--- src/motion_settle_detector_assert.svh ---
// Assertion macros for the motion settle detector RTL.
`ifndef MOTION_SETTLE_DETECTOR_ASSERT_SVH
`define MOTION_SETTLE_DETECTOR_ASSERT_SVH

// Same-cycle implication, checked outside reset.
`define MSD_ASSERT_NOW(label, clk, rst_n, ante, cons) \
    label: assert property (@(posedge clk) disable iff (!rst_n) (ante) |-> (cons)) \
        else $error("motion settle detector: same-cycle check failed");

// Next-cycle implication, checked outside reset.
`define MSD_ASSERT_NEXT(label, clk, rst_n, ante, cons) \
    label: assert property (@(posedge clk) disable iff (!rst_n) (ante) |=> (cons)) \
        else $error("motion settle detector: next-cycle check failed");

`endif

--- src/msd_pkg.sv ---
// Types and constants shared by the motion settle detector modules.
`default_nettype none

package msd_pkg;

    localparam int COORD_W   = 32;
    localparam int TOL_W     = 31;
    localparam int WIN_W     = 7;
    localparam int CFG_IDX_W = 8;
    localparam int CFG_DAT_W = 32;

    localparam logic [CFG_IDX_W-1:0] CFG_TOLERANCE = CFG_IDX_W'(0);
    localparam logic [CFG_IDX_W-1:0] CFG_WINDOW    = CFG_IDX_W'(1);

    localparam logic [TOL_W-1:0] TOL_RESET = TOL_W'(16);
    localparam logic [WIN_W-1:0] WIN_RESET = WIN_W'(16);

    typedef logic signed [COORD_W-1:0] coord_t;

    typedef struct packed {
        coord_t pos_x;
        coord_t pos_y;
        coord_t pos_z;
        coord_t rot_x;
        coord_t rot_y;
        coord_t rot_z;
    } sample_t;

    typedef struct packed {
        logic position_settled;
        logic rotation_settled;
        logic both_settled;
    } result_t;

    typedef struct packed {
        logic shift;
        logic rotate;
    } cell_ctrl_t;

endpackage

`default_nettype wire

--- src/msd_near.sv ---
// Tolerance check unit: registered differences, then per-axis test and accumulate.
`default_nettype none

module msd_near
(
    input  logic                      clk,
    input  logic                      rst_n,
    input  logic                      clear,
    input  logic                      en,
    input  msd_pkg::sample_t          cur,
    input  msd_pkg::sample_t          hist,
    input  logic [msd_pkg::TOL_W-1:0] tolerance,
    output logic                      pos_ok,
    output logic                      rot_ok
);
    import msd_pkg::*;

    localparam int AXES = 6;

    typedef logic signed [COORD_W:0] diff_t;

    diff_t diff_reg  [AXES];
    diff_t diff_next [AXES];
    logic  en_reg;
    logic  pos_ok_reg;
    logic  pos_ok_next;
    logic  rot_ok_reg;
    logic  rot_ok_next;
    logic  [AXES-1:0] axis_ok;

    function automatic diff_t sub_ext(coord_t a, coord_t b);
        diff_t ae;
        diff_t be;
        ae = signed'({a[COORD_W-1], a});
        be = signed'({b[COORD_W-1], b});
        return ae - be;
    endfunction

    // |d| <= tol: nonnegative d compares directly, negative d checks d + tol >= 0.
    function automatic logic within_tol(diff_t d, logic [TOL_W-1:0] tol);
        logic signed [COORD_W+1:0] d_ext;
        logic signed [COORD_W+1:0] t_ext;
        logic signed [COORD_W+1:0] sum;
        d_ext = signed'({d[COORD_W], d});
        t_ext = signed'({{(COORD_W + 2 - TOL_W){1'b0}}, tol});
        sum   = d_ext + t_ext;
        if (d[COORD_W])
        begin
            return !sum[COORD_W+1];
        end
        return (d_ext <= t_ext);
    endfunction

    always_comb
    begin
        diff_next[0] = sub_ext(cur.pos_x, hist.pos_x);
        diff_next[1] = sub_ext(cur.pos_y, hist.pos_y);
        diff_next[2] = sub_ext(cur.pos_z, hist.pos_z);
        diff_next[3] = sub_ext(cur.rot_x, hist.rot_x);
        diff_next[4] = sub_ext(cur.rot_y, hist.rot_y);
        diff_next[5] = sub_ext(cur.rot_z, hist.rot_z);
    end

    always_ff @(posedge clk)
    begin
        diff_reg <= diff_next;
    end

    always_comb
    begin
        for (int a = 0; a < AXES; a++)
        begin
            axis_ok[a] = within_tol(diff_reg[a], tolerance);
        end
    end

    always_comb
    begin
        pos_ok_next = pos_ok_reg;
        rot_ok_next = rot_ok_reg;
        if (clear)
        begin
            pos_ok_next = 1'b1;
            rot_ok_next = 1'b1;
        end
        else if (en_reg)
        begin
            pos_ok_next = pos_ok_reg & (&axis_ok[2:0]);
            rot_ok_next = rot_ok_reg & (&axis_ok[5:3]);
        end
    end

    always_ff @(posedge clk or negedge rst_n)
    begin
        if (!rst_n)
        begin
            en_reg     <= 1'b0;
            pos_ok_reg <= 1'b1;
            rot_ok_reg <= 1'b1;
        end
        else
        begin
            en_reg     <= en & ~clear;
            pos_ok_reg <= pos_ok_next;
            rot_ok_reg <= rot_ok_next;
        end
    end

    assign pos_ok = pos_ok_reg;
    assign rot_ok = rot_ok_reg;

endmodule

`default_nettype wire
--- config.mk ---
export PLATFORM = sky130hd
export DESIGN_NAME = msd_near
export DESIGN_NICKNAME = d
export VERILOG_FILES = /design/src/motion_settle_detector_assert.svh /design/src/msd_pkg.sv /design/src/msd_near.sv
export SDC_FILE = /design/constraint.sdc
export NUM_CORES = 1
export LEC_CHECK = 0
export CAP_MARGIN = 25
export CORE_MARGIN = 4
export CORE_UTILIZATION = 65
export DETAILED_ROUTE_END_ITERATION = 16
export DONT_BUFFER_PORTS = 1
export HOLD_SLACK_MARGIN = 0.05
export PLACE_DENSITY = 0.81
export SLEW_MARGIN = 20
export SYNTH_ARGS = -nofsm -noshare
export SYNTH_HDL_FRONTEND = slang
export SYNTH_SLANG_ARGS = --single-unit
--- constraint.sdc ---
create_clock -name clk -period 3.2 [get_ports clk]
set_input_delay 0.64 -clock clk [delete_from_list [all_inputs] [get_ports clk]]
set_output_delay 0.64 -clock clk [all_outputs]
set_load 0.05 [all_outputs]
# After elaboration in Yosys (flattened, before gate mapping)
# Index checks and enable logic that the tools add are counted.
[word_totals] output_inout_bits=2 wordCells=62 inputBits=419 reg_bits=201
[op_classes] reduce_logical=9 mux=22 n_bitwise=4 magnitude_cmp=6 add_sub_neg=12
[ops] operator="$add 33x32->34" n=6
[ops] operator="$le 33x32->1" n=6
[ops] operator="$sub 32x32->33" n=6
[ops] operator="$mux 1" n=22
[ops] operator="$logic_not 1->1" n=6
[ops] operator="$reduce_and 3->1" n=2
[ops] operator="$and 1x1->1" n=3
[ops] operator="$reduce_bool 2->1" n=1
[ops] operator="$not 1->1" n=1

# Logic depth before layout (Yosys ltp)
[logic_depth] ltp_word=8 depth_mapped=11 mapped_depth_nobuf=11

# Worst setup path before layout
# OpenSTA, ideal clock, no wires.
[synth_timing] path_kind="input -> register" from="in tolerance[26] (netlist bit)" to="reg rot_ok_reg, in the netlist rot_ok" required_time_ps=3109 slack_ps=291 arrival_time_ps=2819 n_path_buf=0 cell_stages=10 setup_time_ps=91 cell_sequence="inv_1 -> ha_1 -> nand4_1 -> or4_1 -> or4_1 -> nor3b_1 -> o21ai_1 -> o31ai_1 -> o2111ai_1 -> o31ai_1"
[synth_between] elab_chain_cells=8 word_cells_on_any_way=19 cone_classes="add/sub: 3; order compare: 3; mux: 8; bitwise: 1; reduce/logical: 4"
[synth_lines] element="start, declared" line_no="msd_near.sv:12" rtl="input logic [msd_pkg::TOL_W-1:0] tolerance,"
[synth_lines] element="$add 33x32->34" line_no="msd_near.sv:46" rtl="sum = d_ext + t_ext;"
[synth_lines] element="$logic_not 1->1" line_no="msd_near.sv:49" rtl="return !sum[COORD_W+1];"
[synth_lines] element="$mux 1" line_no="msd_near.sv:47" rtl="if (d[COORD_W])"
[synth_lines] element="$mux 1" line_no="msd_near.sv:51" rtl="return (d_ext <= t_ext);"
[synth_lines] element="$reduce_and 3->1 *" line_no="msd_near.sv:89" rtl="rot_ok_next = rot_ok_reg & (&axis_ok[5:3]);"
[synth_lines] element="$and 1x1->1 *" line_no="msd_near.sv:89"
[synth_lines] element="$mux 1 *" line_no="msd_near.sv:86" rtl="else if (en_reg)"
[synth_lines] element="$mux 1 *" line_no="msd_near.sv:81" rtl="if (clear)"
[synth_lines] element="end signal, assigned" line_no="msd_near.sv:105" rtl="rot_ok_reg <= rot_ok_next;"
[synth_lines] element="end, declared" line_no="msd_near.sv:27" rtl="logic rot_ok_reg;"
# Every way passes the cells marked *; elsewhere a longest branch is shown, timed or not. The select of a mux whose other input is x is not followed.
# A chain may end at the register's enable or synchronous reset.

# Worst setup path after layout
[layout_timing] from="in tolerance[27] (netlist bit)" to="reg pos_ok_reg, in the netlist pos_ok"
[layout_between] elab_chain_cells=8 word_cells_on_any_way=19 cone_classes="add/sub: 3; order compare: 3; mux: 8; bitwise: 1; reduce/logical: 4"
[layout_lines] element="$add 33x32->34" line_no="msd_near.sv:46"
[layout_lines] element="$logic_not 1->1" line_no="msd_near.sv:49"
[layout_lines] element="$mux 1" line_no="msd_near.sv:47"
[layout_lines] element="$mux 1" line_no="msd_near.sv:51"
[layout_lines] element="$reduce_and 3->1 *" line_no="msd_near.sv:88" rtl="pos_ok_next = pos_ok_reg & (&axis_ok[2:0]);"
[layout_lines] element="$and 1x1->1 *" line_no="msd_near.sv:88"
[layout_lines] element="$mux 1 *" line_no="msd_near.sv:86"
[layout_lines] element="$mux 1 *" line_no="msd_near.sv:81"
[layout_lines] element="end signal, assigned" line_no="msd_near.sv:104" rtl="pos_ok_reg <= pos_ok_next;"
[layout_lines] element="end, declared" line_no="msd_near.sv:25" rtl="logic pos_ok_reg;"
# Marked as above.

==> impl_results.md <==
* CP arrival at 3.42 ns
* Worst vdd rail ir drop at 412.3 µV
* DR WL/cell at 22.09 µm
* Die width at 196.4 µm
* CTS tree: done
* Minimum clock period at 2.977 ns
* Vias in the first global route at 22240
* Reg clk slew, reported paths at 0.07 ns
* Largest stage delay, worst path at 0.67 ns
* Number of flip-flops in the largest register at 198
* F_max at 335.9 MHz
* Post-synth top area share at 0.3060
* Hold EP: en_reg
* Data required, critical path at 3.64 ns
* I/O pin cnt at 421
* Fillers at 2721
* Cell Count, Final, Fillers Out at 3469
* Netlist cell types at 84
* Vias/cell at 6.402
* Crit-path slowest cell: or4_1
* Via count at 22210
* Syn_area_per_cell at 8.058 µm²
* Most common cell after layout, fill and taps aside: ha_1
* RSZ-0062 raised after global routing: no
* FF-to-FF setup slack at 0.28 ns
* Cts bufs inserted at 23
* WS Path Type: input port to register
* Setup Viol. Count Final at 0
* Max-cap violations at 0
* Slew Limit Fails at 0
* CP cell instances: inv_1, ha_1, or4_1, nor4b_2, o31ai_1, o211a_1, a31oi_1, a21boi_1, o31ai_1
* Post-route ant nets at 0
* Final Wtd Congestion at 1.052
* FP Rows at 68
* Final Power at 0.01133 W
* Most used cell, CP: o31ai_1
* Critical Path End Type: register
* Commonest non-fill, non-tap cells in the layout: ha_1, inv_1, a21oi_1, dfxtp_1, nor2_1
* Slew HR at 0.5288
* Status: finished, final reports clean
* Area Growth Syn to Fin at 9.787%
* Async SR Flop Fraction at 0.01493
* Flops & latches, synth at 201
* Syn Nets at 3851
* Number of synthesized flops with an enable pin at 0
* Hold/Removal Path Class: input port to register
* R2R Path End: pos_ok
* R2R cell count at 8
* Hold_sp: clear
* DRT iter0 DRCs at 1570
* Clock latency on the worst-skew pair at 0.55 ns
* Placed Area at 0.02452 mm²
* Min-Delay Path Depth at 1
* Core Area at 0.03480 mm²
* Synth Flop Type: dfxtp_1
* Cell Count Post-Placement at 3424
* Initial antenna violation count at 2
* Root Driver: clkbuf_16
* PortBufs at 0
* Post-synthesis sequential area ratio at 0.1752
* Tcrit/Tclk final at 0.9303
* Net count, final at 3984
* Post-CTS Setup Repair Bufs at 0
* FF-to-FF Start: diff_reg[192]
* Hold Vio Cnt, Final at 0
* Die area at 0.03856 mm²
* Share of cells above drive strength 1 at 0.06375
* Longest Clk Path Bufs at 3
* Die H at 196.4 µm
* Sink Count at 201
* Post-Route WL at 76640 µm
* Max Fanout on Critical Path at 7
* Post-synthesis instance area at 0.02306 mm²
* Mapped Cells at 2862
* CP top delay family: simple AND/OR/NAND/NOR gates
* Worst slew pin tran at 0.7050 ns
* Multi-input gate area at 0.01747 mm²
* GRT Resource Usage Total at 0.3766
* Final instance area at 0.02532 mm²
* HPWL after DPL at 64530 µm
* Pin count of the biggest net entering global routing at 15
* Drt drc at 0
* Area leader, netlist: ha_1
* Clock Skews at 0.01601 ns
* # H-tree levels at 1
* Router iterations before antenna repair at 8
* Worst Path Buf+Inv at 1
* Crit path launch type: input port
* Register area at 0.004041 mm²
* Initial Utilization at 0.6628
* Overflow after GRT at 0
* Global-route wire length before repair at 116900 µm
* Power density over the cells at 447.3 mW/mm²
* Leakage at 12.87 nW
* Synth area leaders: ha_1, dfxtp_1, a21oi_1
* Yosys warnings at 0
[per-stage QoR]
step / hold WS [ns] / worst slack [ns] / setup TNS, ns / util
6_report: 0.1671 / 0.2232 / 0 / 0.7276
5_1_grt: 0.1681 / 0.08349 / 0 / 0.7276
4_1_cts: 0.1590 / 0.2746 / 0 / 0.7275
3_5_place_dp: 0.3447 / -0.6349 / -1.473 / 0.7046
3_3_place_gp: 0.3447 / -0.6361 / -2.106 / 0.7043
2_1_floorplan: 0.3444 / 0.2908 / 0 / -
[Yosys cell counts (29+ instances only)]
cell and count:
o21a_1 29, a21o_1 91, a21oi_1 293, nor3_1 64, nor2b_1 47, o21bai_1 46, nand3_1 63, nand2b_1 39
ha_1 564, nor4_1 32, xor2_1 43, o21ai_0 94, nand2_1 133, nor2_1 156, xnor2_1 102, a211oi_1 33
o21ai_1 43, dfxtp_1 198, inv_1 387, nand4_1 45
[repair_timing]
item,in CTS,in global routing
endpoints found under the setup margin,1,0
hold endpoints to repair,3,0
gates resized for setup,1,0
hold buffers,1,0
[kinds of logic (layout without fill, tap and decap cells)]
kind of cell    count (synthesis)  count (layout)  synth area share
mux                             5               5          0.002279
flops                         201             201            0.1752
buf+inv                       412             562           0.06743
simple gates                  687             687            0.1539
compound gates                842             842            0.2350
xor+xnor                      145             145           0.05506
fa+ha+maj                     570             570            0.3112
other cells                     0               2                 0
[final cells by class]
class / count / area share
Sequential cell: 201 / 0.1596
Tap cell: 455 / 0.02248
Clock buffer: 31 / 0.02589
Multi-Input combinational cell: 2249 / 0.6901
Timing Repair Buffer: 132 / 0.03933
Antenna cell: 2 / 0.0001977
Inverter: 388 / 0.05752
Clock inverter: 11 / 0.004892
[routing by layer]
metal	up-vias	GRT usage	wire length [µm]
met2	1124	0.6480	35430
met3	278	0.06718	6719
met4	2	0.1945	4641
met5	-	0	20
li1	10510	-	-
met1	10300	0.4503	29830
[worst max-delay path by stage]
stage	depth (start not counted)	slack, ns	end	start
after floorplan	10	0.29	rot_ok	tolerance[26]
after global placement	9	-0.64	pos_ok	tolerance[25]
after CTS	9	0.27	pos_ok	tolerance[27]
after global routing	14	0.08	diff_reg[129]	cur[96]
after detailed placement	9	-0.63	pos_ok	tolerance[27]
final	9	0.22	pos_ok	tolerance[27]
[report_power, final]
part	total [W]	internal [W]	switching (W)
Clock	0.00271	0.00160	0.00111
Sequential	0.00360	0.00306	0.000537
Combinational	0.00502	0.00219	0.00283
No activity file was read; power rests on OpenSTA's default activity.
